### config.mk
export PLATFORM = sky130hd
export DESIGN_NAME = grid_bfs_path_finder
export DESIGN_NICKNAME = d
export VERILOG_FILES = /design/src/hw/rtl/gbpf_pkg.sv /design/src/hw/rtl/gbpf_ram.sv /design/src/hw/rtl/grid_bfs_path_finder.sv
export SDC_FILE = /design/constraint.sdc
export NUM_CORES = 2
export LEC_CHECK = 0
export BUFFER_PORTS_ARGS = -buffer_cell sky130_fd_sc_hd__buf_2
export CORE_MARGIN = 5
export CORE_UTILIZATION = 46
export CTS_CLUSTER_SIZE = 10
export DETAILED_ROUTE_END_ITERATION = 12
export PLACE_DENSITY_LB_ADDON = 0.25
export SYNTH_ARGS = -nofsm -noshare
export SYNTH_HDL_FRONTEND = slang
export SYNTH_SLANG_ARGS = --single-unit
### constraint.sdc
create_clock -name clk -period 12.53 [get_ports clk]
set_clock_uncertainty 0.1 [all_clocks]
set_input_delay 1.253 -clock clk [delete_from_list [all_inputs] [get_ports clk]]
set_output_delay 1.253 -clock clk [all_outputs]
set_load 0.01 [all_outputs]
### src/hw/rtl/gbpf_pkg.sv
package gbpf_pkg;

	localparam int DefGridWidth  = 16;
	localparam int DefGridHeight = 16;

	localparam int InUserW  = 2;
	localparam int InDataW  = 16;
	localparam int OutDataW = 24;

	localparam logic [1:0] CMD_CLEAR  = 2'd0;
	localparam logic [1:0] CMD_ADD    = 2'd1;
	localparam logic [1:0] CMD_SEARCH = 2'd2;

	localparam logic [1:0] DIR_UP    = 2'd0;
	localparam logic [1:0] DIR_RIGHT = 2'd1;
	localparam logic [1:0] DIR_DOWN  = 2'd2;
	localparam logic [1:0] DIR_LEFT  = 2'd3;

	typedef enum logic [3:0] {
		S_CLR_OBS,
		S_IDLE,
		S_CLR_VIS,
		S_INIT,
		S_POP,
		S_POPW,
		S_NCHK,
		S_NWAIT,
		S_TRACE,
		S_TWAIT,
		S_EMIT
	} gbpf_state_t;

endpackage

### src/hw/rtl/gbpf_ram.sv
module gbpf_ram #(
	parameter int WIDTH = 1,
	parameter int DEPTH = 256
) (
	input  logic                     clk,
	input  logic                     we,
	input  logic [$clog2(DEPTH)-1:0] waddr,
	input  logic [WIDTH-1:0]         wdata,
	input  logic [$clog2(DEPTH)-1:0] raddr,
	output logic [WIDTH-1:0]         rdata
);

	logic [WIDTH-1:0] mem [DEPTH];

	always_ff @(posedge clk) begin
		if (we) begin
			mem[waddr] <= wdata;
		end
		rdata <= mem[raddr];
	end

endmodule

### src/hw/rtl/grid_bfs_path_finder.sv
// Breadth-first shortest path on a GRID_HEIGHT x GRID_WIDTH four-connected grid.
// Input transfers carry a command in s_tuser: clear the obstacle map, add one obstacle,
// or search from the first cell to the goal. Clear and add produce nothing; a search
// answers with min(GRID_HEIGHT,16) row transfers (row index, 16-bit path mask,
// found flag), tlast on the final row. After reset and after every clear command
// the obstacle map is swept, one cell per cycle, while s_tready stays low. A
// search first sweeps the visited map, then dequeues cells and checks each
// neighbor in turn; every in-grid neighbor is looked up through one registered
// memory read. The trace back then walks the path cells back to the start, and
// the rows are sent, one per transfer.
module grid_bfs_path_finder #(
	parameter int GRID_WIDTH  = gbpf_pkg::DefGridWidth,
	parameter int GRID_HEIGHT = gbpf_pkg::DefGridHeight
) (
	input  logic                          clk,
	input  logic                          arst_n,
	input  logic                          s_tvalid,
	output logic                          s_tready,
	// command[1:0]
	input  logic [gbpf_pkg::InUserW-1:0]  s_tuser,
	// first_row[3:0], first_col[7:4], goal_row[11:8], goal_col[15:12]
	input  logic [gbpf_pkg::InDataW-1:0]  s_tdata,
	output logic                          m_tvalid,
	input  logic                          m_tready,
	// row_index[3:0], path_mask[19:4], found[20]
	output logic [gbpf_pkg::OutDataW-1:0] m_tdata,
	output logic                          m_tlast
);

	import gbpf_pkg::*;

	localparam int CELLS    = GRID_WIDTH * GRID_HEIGHT;
	localparam int CELL_W   = $clog2(CELLS);
	localparam int ROW_W    = $clog2(GRID_HEIGHT);
	localparam int COL_W    = $clog2(GRID_WIDTH);
	localparam int QW       = ROW_W + COL_W;
	localparam int OUT_ROWS = (GRID_HEIGHT < 16) ? GRID_HEIGHT : 16;
	localparam int PR_W     = (OUT_ROWS > 1) ? $clog2(OUT_ROWS) : 1;

	function automatic logic [CELL_W-1:0] cell_addr(input logic [ROW_W-1:0] r,
		input logic [COL_W-1:0] c);
		cell_addr = CELL_W'(r) * CELL_W'(GRID_WIDTH) + CELL_W'(c);
	endfunction

	gbpf_state_t state_q, state_d;

	logic [CELL_W-1:0] cnt_q;
	logic [CELL_W:0]   head_q, tail_q, steps_q;
	logic [ROW_W-1:0]  start_r_q, goal_r_q, cur_r_q, nb_r_q;
	logic [COL_W-1:0]  start_c_q, goal_c_q, cur_c_q, nb_c_q;
	logic [1:0]        dir_q;
	logic              found_q;
	logic [15:0]       path_q [OUT_ROWS];
	logic [PR_W-1:0]   k_q;

	logic [1:0] in_cmd;
	logic [3:0] in_fr, in_fc, in_gr, in_gc;
	logic       in_first_ok, in_goal_ok, s_xfer, m_xfer, cnt_last, k_last;

	assign in_cmd = s_tuser;
	assign in_fr  = s_tdata[3:0];
	assign in_fc  = s_tdata[7:4];
	assign in_gr  = s_tdata[11:8];
	assign in_gc  = s_tdata[15:12];
	assign in_first_ok = (7'(in_fr) < 7'(GRID_HEIGHT)) && (7'(in_fc) < 7'(GRID_WIDTH));
	assign in_goal_ok  = (7'(in_gr) < 7'(GRID_HEIGHT)) && (7'(in_gc) < 7'(GRID_WIDTH));
	assign cnt_last = (cnt_q == CELL_W'(CELLS - 1));
	assign k_last   = (k_q == PR_W'(OUT_ROWS - 1));

	// neighbor of the current cell in direction dir_q
	logic [ROW_W-1:0] nb_r;
	logic [COL_W-1:0] nb_c;
	logic             nb_ok;

	always_comb begin
		nb_r  = cur_r_q;
		nb_c  = cur_c_q;
		nb_ok = 1'b0;
		unique case (dir_q)
			DIR_UP: begin
				nb_r  = cur_r_q - ROW_W'(1);
				nb_ok = (cur_r_q != '0);
			end
			DIR_RIGHT: begin
				nb_c  = cur_c_q + COL_W'(1);
				nb_ok = ((COL_W+1)'(cur_c_q) + (COL_W+1)'(1)) < (COL_W+1)'(GRID_WIDTH);
			end
			DIR_DOWN: begin
				nb_r  = cur_r_q + ROW_W'(1);
				nb_ok = ((ROW_W+1)'(cur_r_q) + (ROW_W+1)'(1)) < (ROW_W+1)'(GRID_HEIGHT);
			end
			default: begin
				nb_c  = cur_c_q - COL_W'(1);
				nb_ok = (cur_c_q != '0);
			end
		endcase
	end

	// memories
	logic              obs_we, obs_wd, obs_rd, vis_we, vis_wd, vis_rd;
	logic [CELL_W-1:0] obs_wa, vis_wa, ov_ra, par_wa, par_ra;
	logic              par_we, q_we;
	logic [1:0]        par_rd;
	logic [CELL_W-1:0] q_wa, q_ra;
	logic [QW-1:0]     q_wd, q_rd;

	gbpf_ram #(.WIDTH(1), .DEPTH(CELLS)) u_obs (
		.clk(clk), .we(obs_we), .waddr(obs_wa), .wdata(obs_wd), .raddr(ov_ra), .rdata(obs_rd)
	);
	gbpf_ram #(.WIDTH(1), .DEPTH(CELLS)) u_vis (
		.clk(clk), .we(vis_we), .waddr(vis_wa), .wdata(vis_wd), .raddr(ov_ra), .rdata(vis_rd)
	);
	gbpf_ram #(.WIDTH(2), .DEPTH(CELLS)) u_par (
		.clk(clk), .we(par_we), .waddr(par_wa), .wdata(dir_q), .raddr(par_ra), .rdata(par_rd)
	);
	gbpf_ram #(.WIDTH(QW), .DEPTH(CELLS)) u_queue (
		.clk(clk), .we(q_we), .waddr(q_wa), .wdata(q_wd), .raddr(q_ra), .rdata(q_rd)
	);

	logic [ROW_W-1:0] q_r;
	logic [COL_W-1:0] q_c;
	logic             take_nb, at_start, trace_stop;
	logic [ROW_W-1:0] prev_r;
	logic [COL_W-1:0] prev_c;
	logic             prev_ok;

	assign q_r = q_rd[QW-1:COL_W];
	assign q_c = q_rd[COL_W-1:0];
	assign take_nb = !obs_rd && !vis_rd && (tail_q < (CELL_W+1)'(CELLS));
	assign at_start = (cur_r_q == start_r_q) && (cur_c_q == start_c_q);
	assign trace_stop = at_start || (steps_q == (CELL_W+1)'(CELLS));

	// step back along the recorded parent direction
	always_comb begin
		prev_r  = cur_r_q;
		prev_c  = cur_c_q;
		prev_ok = 1'b0;
		unique case (par_rd)
			DIR_UP: begin
				prev_r  = cur_r_q + ROW_W'(1);
				prev_ok = ((ROW_W+1)'(cur_r_q) + (ROW_W+1)'(1)) < (ROW_W+1)'(GRID_HEIGHT);
			end
			DIR_RIGHT: begin
				prev_c  = cur_c_q - COL_W'(1);
				prev_ok = (cur_c_q != '0);
			end
			DIR_DOWN: begin
				prev_r  = cur_r_q - ROW_W'(1);
				prev_ok = (cur_r_q != '0);
			end
			default: begin
				prev_c  = cur_c_q + COL_W'(1);
				prev_ok = ((COL_W+1)'(cur_c_q) + (COL_W+1)'(1)) < (COL_W+1)'(GRID_WIDTH);
			end
		endcase
	end

	// next state
	always_comb begin
		state_d = state_q;
		unique case (state_q)
			S_CLR_OBS: if (cnt_last) state_d = S_IDLE;
			S_IDLE: begin
				if (s_tvalid) begin
					case (in_cmd)
						CMD_CLEAR:  state_d = S_CLR_OBS;
						CMD_SEARCH: state_d = (in_first_ok && in_goal_ok) ? S_CLR_VIS : S_EMIT;
						default:    state_d = S_IDLE;
					endcase
				end
			end
			S_CLR_VIS: if (cnt_last) state_d = S_INIT;
			S_INIT:    state_d = S_POP;
			S_POP:     state_d = (head_q == tail_q) ? S_EMIT : S_POPW;
			S_POPW:    state_d = (q_r == goal_r_q && q_c == goal_c_q) ? S_TRACE : S_NCHK;
			S_NCHK: begin
				if (nb_ok) state_d = S_NWAIT;
				else if (dir_q == DIR_LEFT) state_d = S_POP;
			end
			S_NWAIT:   state_d = (dir_q == DIR_LEFT) ? S_POP : S_NCHK;
			S_TRACE:   state_d = trace_stop ? S_EMIT : S_TWAIT;
			S_TWAIT:   state_d = prev_ok ? S_TRACE : S_EMIT;
			S_EMIT:    if (m_tready && k_last) state_d = S_IDLE;
			default:   state_d = S_IDLE;
		endcase
	end

	// outputs and memory controls
	logic             set_en;
	logic [ROW_W-1:0] set_r;
	logic [COL_W-1:0] set_c;

	always_comb begin
		s_tready = (state_q == S_IDLE);
		m_tvalid = (state_q == S_EMIT);
		obs_we = 1'b0;
		obs_wd = 1'b0;
		obs_wa = cnt_q;
		vis_we = 1'b0;
		vis_wd = 1'b0;
		vis_wa = cnt_q;
		ov_ra  = cell_addr(nb_r, nb_c);
		par_we = 1'b0;
		par_wa = cell_addr(nb_r_q, nb_c_q);
		par_ra = cell_addr(cur_r_q, cur_c_q);
		q_we   = 1'b0;
		q_wa   = tail_q[CELL_W-1:0];
		q_wd   = {nb_r_q, nb_c_q};
		q_ra   = head_q[CELL_W-1:0];
		set_en = 1'b0;
		set_r  = cur_r_q;
		set_c  = cur_c_q;
		unique case (state_q)
			S_CLR_OBS: obs_we = 1'b1;
			S_IDLE: begin
				if (s_tvalid && in_cmd == CMD_ADD && in_first_ok) begin
					obs_we = 1'b1;
					obs_wd = 1'b1;
					obs_wa = cell_addr(ROW_W'(in_fr), COL_W'(in_fc));
				end
			end
			S_CLR_VIS: vis_we = 1'b1;
			S_INIT: begin
				vis_we = 1'b1;
				vis_wd = 1'b1;
				vis_wa = cell_addr(start_r_q, start_c_q);
				q_we   = 1'b1;
				q_wa   = '0;
				q_wd   = {start_r_q, start_c_q};
			end
			S_NWAIT: begin
				if (take_nb) begin
					vis_we = 1'b1;
					vis_wd = 1'b1;
					vis_wa = cell_addr(nb_r_q, nb_c_q);
					par_we = 1'b1;
					q_we   = 1'b1;
				end
			end
			S_TRACE: begin
				set_en = 1'b1;
				if (trace_stop) begin
					set_r = start_r_q;
					set_c = start_c_q;
				end
			end
			S_TWAIT: begin
				if (!prev_ok) begin
					set_en = 1'b1;
					set_r  = start_r_q;
					set_c  = start_c_q;
				end
			end
			default: ;
		endcase
	end

	assign s_xfer  = s_tvalid && s_tready;
	assign m_xfer  = m_tvalid && m_tready;
	assign m_tdata = {3'b0, found_q, path_q[k_q], 4'(k_q)};
	assign m_tlast = k_last;

	always_ff @(posedge clk or negedge arst_n) begin
		if (!arst_n) begin
			state_q <= S_CLR_OBS;
			cnt_q   <= '0;
			head_q  <= '0;
			tail_q  <= '0;
			steps_q <= '0;
			dir_q   <= DIR_UP;
			found_q <= 1'b0;
			k_q     <= '0;
			for (int i = 0; i < OUT_ROWS; i++) path_q[i] <= '0;
		end else begin
			state_q <= state_d;
			if (state_q == S_CLR_OBS || state_q == S_CLR_VIS) begin
				cnt_q <= cnt_last ? '0 : cnt_q + CELL_W'(1);
			end
			if (s_xfer && in_cmd == CMD_SEARCH) begin
				start_r_q <= ROW_W'(in_fr);
				start_c_q <= COL_W'(in_fc);
				goal_r_q  <= ROW_W'(in_gr);
				goal_c_q  <= COL_W'(in_gc);
				found_q   <= 1'b0;
				k_q       <= '0;
				for (int i = 0; i < OUT_ROWS; i++) path_q[i] <= '0;
			end
			if (state_q == S_INIT) begin
				head_q <= '0;
				tail_q <= (CELL_W+1)'(1);
			end
			if (state_q == S_POP && head_q != tail_q) begin
				head_q <= head_q + (CELL_W+1)'(1);
			end
			if (state_q == S_POPW) begin
				cur_r_q <= q_r;
				cur_c_q <= q_c;
				dir_q   <= DIR_UP;
				steps_q <= '0;
				if (q_r == goal_r_q && q_c == goal_c_q) found_q <= 1'b1;
			end
			if (state_q == S_NCHK) begin
				nb_r_q <= nb_r;
				nb_c_q <= nb_c;
				if (!nb_ok) dir_q <= dir_q + 2'd1;
			end
			if (state_q == S_NWAIT) begin
				dir_q <= dir_q + 2'd1;
				if (take_nb) tail_q <= tail_q + (CELL_W+1)'(1);
			end
			if (state_q == S_TWAIT && prev_ok) begin
				cur_r_q <= prev_r;
				cur_c_q <= prev_c;
				steps_q <= steps_q + (CELL_W+1)'(1);
			end
			// only cells inside the reported window leave a mark
			if (set_en && (7'(set_r) < 7'(OUT_ROWS)) && (7'(set_c) < 7'd16)) begin
				path_q[PR_W'(set_r)][4'(set_c)] <= 1'b1;
			end
			if (m_xfer) begin
				k_q <= k_last ? '0 : k_q + PR_W'(1);
			end
		end
	end

endmodule

# --- Yosys cells after proc, flatten, opt, wreduce, memory -nomap -nowiden ---
# Memories as Yosys holds them, arrays and structs flattened. A register that Yosys moved wholly into a read port is not among the register bits.
# Index checks and enable logic that the tools add are counted.
op_classes:
  add_sub_neg: 17
  n_lt_le_gt_ge: 8
  n_eq_ne: 33
  n_mux: 79
  bitwise: 3
  n_reduce_logical: 34
ops:
  columns: ["op", "count"]
  rows:
  - ["$mux 256", 2]
  - ["$or 256x256->256", 1]
  - ["$mux 4", 19]
  - ["$bmux 16 s4", 1]
  - ["$demux 16 s4", 1]
  - ["$mux 9", 7]
  - ["$mux 16", 3]
  - ["$mux 8", 6]
  - ["$pmux 4 s2", 6]
  - ["$pmux 4 s11", 1]
  - ["$add 8x4->8", 5]
  - ["$add 9x1->9 const B", 3]
  - ["$mux 1", 17]
  - ["$eq 4x3->1 const B", 4]
  - ["$eq 4x4->1", 4]
  - ["$eq 4x4->1 const B", 4]
  - ["$pmux 8 s2", 1]
  - ["$mux 2", 7]
  - ["$logic_and 1x1->1", 13]
  - ["$add 4x1->4 const B", 3]
  - ["$add 4x1->5 const B", 2]
  - ["$ge 5x5->1 const B", 2]
  - ["$lt 5x5->1 const B", 2]
  - ["$not 4->5", 2]
  - ["other kinds (33)", 58]
totals:
  register_bits: 334
  ram_bits: 3072
  input_bits: 22
  output_inout_bits: 27
  elab_cells: 210
  mem_count: 4
mem_list:
  columns: ["memory", "depth", "width", "rd", "rd_ports_with_merged_regs", "write_ports", "line_no", "source"]
  rows:
  - ["u_queue.mem", 256, 8, 1, 1, 1, "gbpf_ram.sv:13", "logic [WIDTH-1:0] mem [DEPTH];"]
  - ["u_par.mem", 256, 2, 1, 1, 1, "gbpf_ram.sv:13", null]
  - ["u_obs.mem", 256, 1, 1, 1, 1, "gbpf_ram.sv:13", null]
  - ["u_vis.mem", 256, 1, 1, 1, 1, "gbpf_ram.sv:13", null]

# --- Longest topological paths before layout ---
depth:
  word_depth: 13
  mapped_depth: 17

# --- By module ---
# A second synthesis with hierarchy kept.
unflattened:
  cells_unflattened: 7984
  hier_area_um2: 140314.6
by_module_without_submodules:
  columns: ["module", "instances", "cells_each", "area_each_um2"]
  rows:
  - ["gbpf_ram (u_queue)", 1, 3733, 79556.3]
  - ["gbpf_ram (u_obs ...)", 2, 788, 11128.2]
  - ["gbpf_ram (u_par)", 1, 1242, 21381.8]
  - ["grid_bfs_path_finder", 1, 1433, 17120.2]

# --- Least setup slack after synthesis ---
# No wires, ideal clock.
synth_path:
  path_kind: "input to register"
  from: "in s_tuser[1] (netlist name)"
  to: "mem u_obs.mem[100] (enable)"
  setup_ns: 0.254
  t_arrival_ns: 7.373
  t_required_ns: 12.176
  setup_slack_ns: 4.803
  stages: 7
  path_buffers: 2
  cell_sequence: "nand4b_1 > inv_1 > clkbuf_1 > o21ai_0 > nand2_1 > clkbuf_1 > nor2_1"
synth_between:
  elab_chain_len: 6
  word_cells_on_any_way: 8
  cone_classes: "eq/ne (1); mux (6); reduce/logical (1)"
synth_rtl:
  columns: ["element", "line_no", "source"]
  rows:
  - ["from (decl)", "grid_bfs_path_finder.sv:20", "input logic [gbpf_pkg::InUserW-1:0] s_tuser,"]
  - ["$eq 2x1->1 *", "grid_bfs_path_finder.sv:216", "if (s_tvalid && in_cmd == CMD_ADD && in_first_ok) begin"]
  - ["$logic_and 1x1->1 *", "grid_bfs_path_finder.sv:216", null]
  - ["$mux 1", "grid_bfs_path_finder.sv:216", null]
  - ["$pmux 1 s2", "grid_bfs_path_finder.sv:213", "unique case (state_q)"]
  - ["$mux 1", "gbpf_ram.sv:16", "if (we) begin"]
  - ["$mux 1 (implied by the code)", "gbpf_ram.sv:17", "mem[waddr] <= wdata;"]
  - ["to (decl)", "gbpf_ram.sv:13", null]
# Every way passes the cells marked *; elsewhere a longest branch is shown, timed or not.

# --- Final worst setup path ---
layout_path:
  from: "reg k_q[0]"
  to: "out m_tdata[14] (netlist name)"
layout_between:
  elab_chain_len: 4
layout_rtl:
  columns: ["element", "line_no", "source"]
  rows:
  - ["from (decl)", "grid_bfs_path_finder.sv:54", "logic [PR_W-1:0] k_q;"]
  - ["from (signal assigned)", "grid_bfs_path_finder.sv:321", "k_q <= k_last ? '0 : k_q + PR_W'(1);"]
  - ["$not 4->5 (implied by the code)", "grid_bfs_path_finder.sv:260", "assign m_tdata = {3'b0, found_q, path_q[k_q], 4'(k_q)};"]
  - ["$bmux 16 s4", "grid_bfs_path_finder.sv:260", null]
  - ["$mux 16 (implied by the code) (2 in series)", "grid_bfs_path_finder.sv:260", null]
  - ["to (decl)", "grid_bfs_path_finder.sv:26", "output logic [gbpf_pkg::OutDataW-1:0] m_tdata,"]
# Every way passes these cells. The select of a mux whose other input is x is not followed.

==> run_results.csv <==
group,metric,value,unit
logic_synthesis,syn_area,138900,sq um
sta,worst_pin_slew,1.258,ns
pwr,power_frac_seq,47.0,%
clocking,clock_sinks,3418,
clocking,cts-buffers-inserted,389,
route,drc_errors,0,
logic_synthesis,synth_seq_cells,3418,
critical_path,end_kind,"primary output",
final_layout,area_growth,10.82,%
critical_path,cp.arrival,4.28,ns
clocking,post-cts-setup-buffers,0,
grt,grt_pass1_wl,510.3,mm
logic_synthesis,synth_cell_types,82,
final_layout,utilization,51.27,%
sta,finalHoldViolations,0,
grt,first_global_vias,74378,
logic_synthesis,synthTopCellsByArea,"edfxtp_1 67%, mux4_2 15%, dfrtp_1 5.4%, nor2_1 3.0%, nand2_1 1.9%",
clocking,clock_latency,0.88,ns
logic_synthesis,synth-edff-count,3104,
placed_design,placed_cells,11496,
final_layout,drive_gt1_share,19.96,%
logic_synthesis,ys_warn_count,0,
logic_synthesis,synth_cells,7895,
worst_hold_path,hold_class,"primary input to async pin",
logic_synthesis,yosysSeqAreaShare,72.71,%
sta,fin_crit_sh,44.94,%
clocking,cts_tree,"done",
logic_synthesis,synth_common_cells,"3,104 x edfxtp_1, 1,103 x nor2_1, 933 x mux4_2",
grt,grt_start_max_net_pins,195,
final_layout,final_area,153900,sq um
sta,fin_crit,5.631,ns
run,maxCapViolCount,0,
clocking,clkTransAtPathRegs,0.06,ns
final_layout,final_cells,12069,
route,vias,73780,
final_layout,num-nets-final,7965,
route,final_antenna_net_count,0,
clocking,holdBufCountCts,0,
critical_path,worstPathRequired,11.18,ns
pwr,p_comb_share,18.2,%
logic_synthesis,synth_top_cell_area_share,67.10,%
sta,slew_viol_final,0,
pwr,sw_frac_of_total,26.56,%
critical_path,criticalPathCategory,"register to primary output",
clocking,ctsResizeCount,0,
sta,grt_setup_unrepaired,"no",
logic_synthesis,synth-main-ff-cell,"edfxtp_1",
sta,finalSetupTns,0,ns
floorplanning,rows,201,
pwr,switching_power,7602,uW
logic_synthesis,synth_top_cell_by_area,"edfxtp_1",
floorplanning,core_area,300300,sq um
floorplanning,die_h,559.5,um
placed_design,gp_congestion,0.8241,
logic_synthesis,synthArstFlopShare,8.836,%
critical_path,worst_setup_path_start_kind,"register",
clocking,cts-htree-levels,5,
pwr,p_int,21020,uW
floorplanning,die_area,313100,sq um
pwr,clkPwrFrac,34.8,%
floorplanning,die_width,559.5,um
sta,whs,0.1811,ns
grt,grt_use_total,21.77,%
sta,relSlewSlack,15.61,%
route,drt_iter0_markers,9099,
placed_design,port-buffer-count,45,
sta,setup_violations,0,
pwr,max-vdd-ir-drop,173.9,uV
route,post_drt_wl_per_cell,28.69,um
route,wirelength,346.3,mm
logic_synthesis,yosysMostFrequentCell,"edfxtp_1",
critical_path,worstPathMaxFanout,44,
pwr,p_per_area,186.0,nW/um^2
route,dr.pass1.iters,8,
logic_synthesis,avgSynthCellArea,17.59,sq um
final_layout,fill_cells,24018,
placed_design,hpwl,198.3,mm
status,status,"finished, final reports clean",
placed_design,place_area,143200,sq um
grt,grt_overflow,0,
route,via_per_inst,6.113,
pwr,p_leak,0.04737,uW
floorplanning,initial_core_util,46.26,%
floorplanning,ios,49,
sta,max_freq,0.1776,GHz
clocking,root_buffer,"clkbuf_16",
clocking,clockBufferDepth,4,
grt,grt_antenna_before_repair,12,
logic make-up (layout without fill, tap and decap cells):
logic type / count (synthesis) / after routing / share of synthesized area (%)
multiplexers: 1058 / 1058 / 16.05
XOR/XNOR: 43 / 43 / 0.2846
AND/OR/NAND/NOR: 2157 / 2157 / 6.350
flip-flops: 3418 / 3418 / 72.71
adder cells (fa/ha/maj): 14 / 14 / 0.1261
buffers and inverters: 568 / 768 / 1.732
AO/OA/AOI/OAI: 636 / 636 / 2.745
other: 1 / 17 / 0.002700
worst max-delay path, stage by stage, from the launching register on:
cell and delay [ns]:
dfrtp_4 0.67, buf_4 0.69, buf_4 0.68, mux4_2 0.61
a22oi_1 0.20, nand2_1 0.20, buf_2 0.21
power groups by stage:
stage,sequential (uW),clock [uW],combinational [uW]
floorplan,13600,0,3770
global placement,13600,0,5190
detailed placement,13700,0,5270
CTS,13400,10100,5280
global route,13500,10600,5610
finish,13400,9960,5220
state kept, by name, indices dropped and copies added (netlist names), 8 cells and up:
register	cells
cnt_q	8
head_q	9
path_q	256
steps_q	9
tail_q	9
u_obs.mem	256
u_par.mem	512
u_queue.mem	2048
u_queue.rdata	8
u_vis.mem	256
per-stage QoR:
| step | power (uW) | worst slack, ns |
|---|---|---|
| floorplan | 17330 | 4.803 |
| global placement | 18820 | 6.863 |
| detailed placement | 18940 | 6.809 |
| CTS | 28850 | 6.753 |
| global route | 29720 | 6.640 |
| finish | 28630 | 6.899 |
final cells by class:
cell class              instances  area (sq um)  area share [%]
clock buffers                 535         10390           6.747
clock inverters                24         335.3          0.2178
inverters                      35         153.9         0.09997
well taps                    3958          4952           3.217
multi-input cells            3911         35710           23.20
flip-flops and latches       3418        101000           65.63
diodes                         14         35.03         0.02276
repair buffers                174          1329          0.8632
final timing paths:
kind	start	slack (ns)	cells after the start	endpoint
min in group clk	path_q[193]$_DFF_PN0_	0.38	2	path_q[193]$_DFF_PN0_
max	k_q[0]$_DFFE_PN0P_	6.90	6	m_tdata[14]
min	arst_n	0.18	1	path_q[49]$_DFF_PN0_
max in group asynchronous	arst_n	10.03	3	path_q[100]$_DFF_PN0_
min reg2reg	path_q[193]$_DFF_PN0_	0.38	2	path_q[193]$_DFF_PN0_
max reg2reg	cur_c_q[1]$_DFFE_PP_	6.95	14	u_obs.rdata$_DFF_P_
cells in the final DEF, fill, tap and decap left out, types with 8 or more instances in the layout:
master / instances
a21oi_1: 70
nor2_1: 1103
and2_1: 23
a31oi_1: 13
inv_6: 9
a211oi_1: 15
diode_2: 14
o21ai_0: 357
xnor2_1: 12
clkbuf_16: 392
nand3b_1: 15
nand2b_1: 23
nand2_2: 14
xor2_1: 29
nor2b_1: 23
nand2_1: 681
ha_1: 14
mux2i_1: 105
buf_12: 10
o31ai_1: 12
edfxtp_1: 3104
nand3_1: 140
o21ai_1: 8
and2_0: 8
buf_4: 119
nand4_1: 18
a221oi_1: 20
mux4_2: 933
buf_2: 44
o211ai_1: 8
dfrtp_1: 293
clkbuf_1: 139
a22oi_1: 35
and3_1: 18
inv_1: 27
mux2_2: 20
a2111oi_0: 10
nor4_1: 11
dfxtp_1: 12
nor3_1: 40
routing by layer:
metal | vias up | share of wire [%] | wire length [um] | track usage (%)
met2 | 3188 | 48 | 167700 | 34.82
li1 | 30900 | - | - | -
met1 | 39079 | 41 | 141100 | 31.12
met4 | 4 | 3.0 | 10340 | 6.312
met3 | 609 | 7.8 | 27130 | 3.691
met5 | - | 0.0075 | 26 | 0
(Power assumes the default switching activity.)
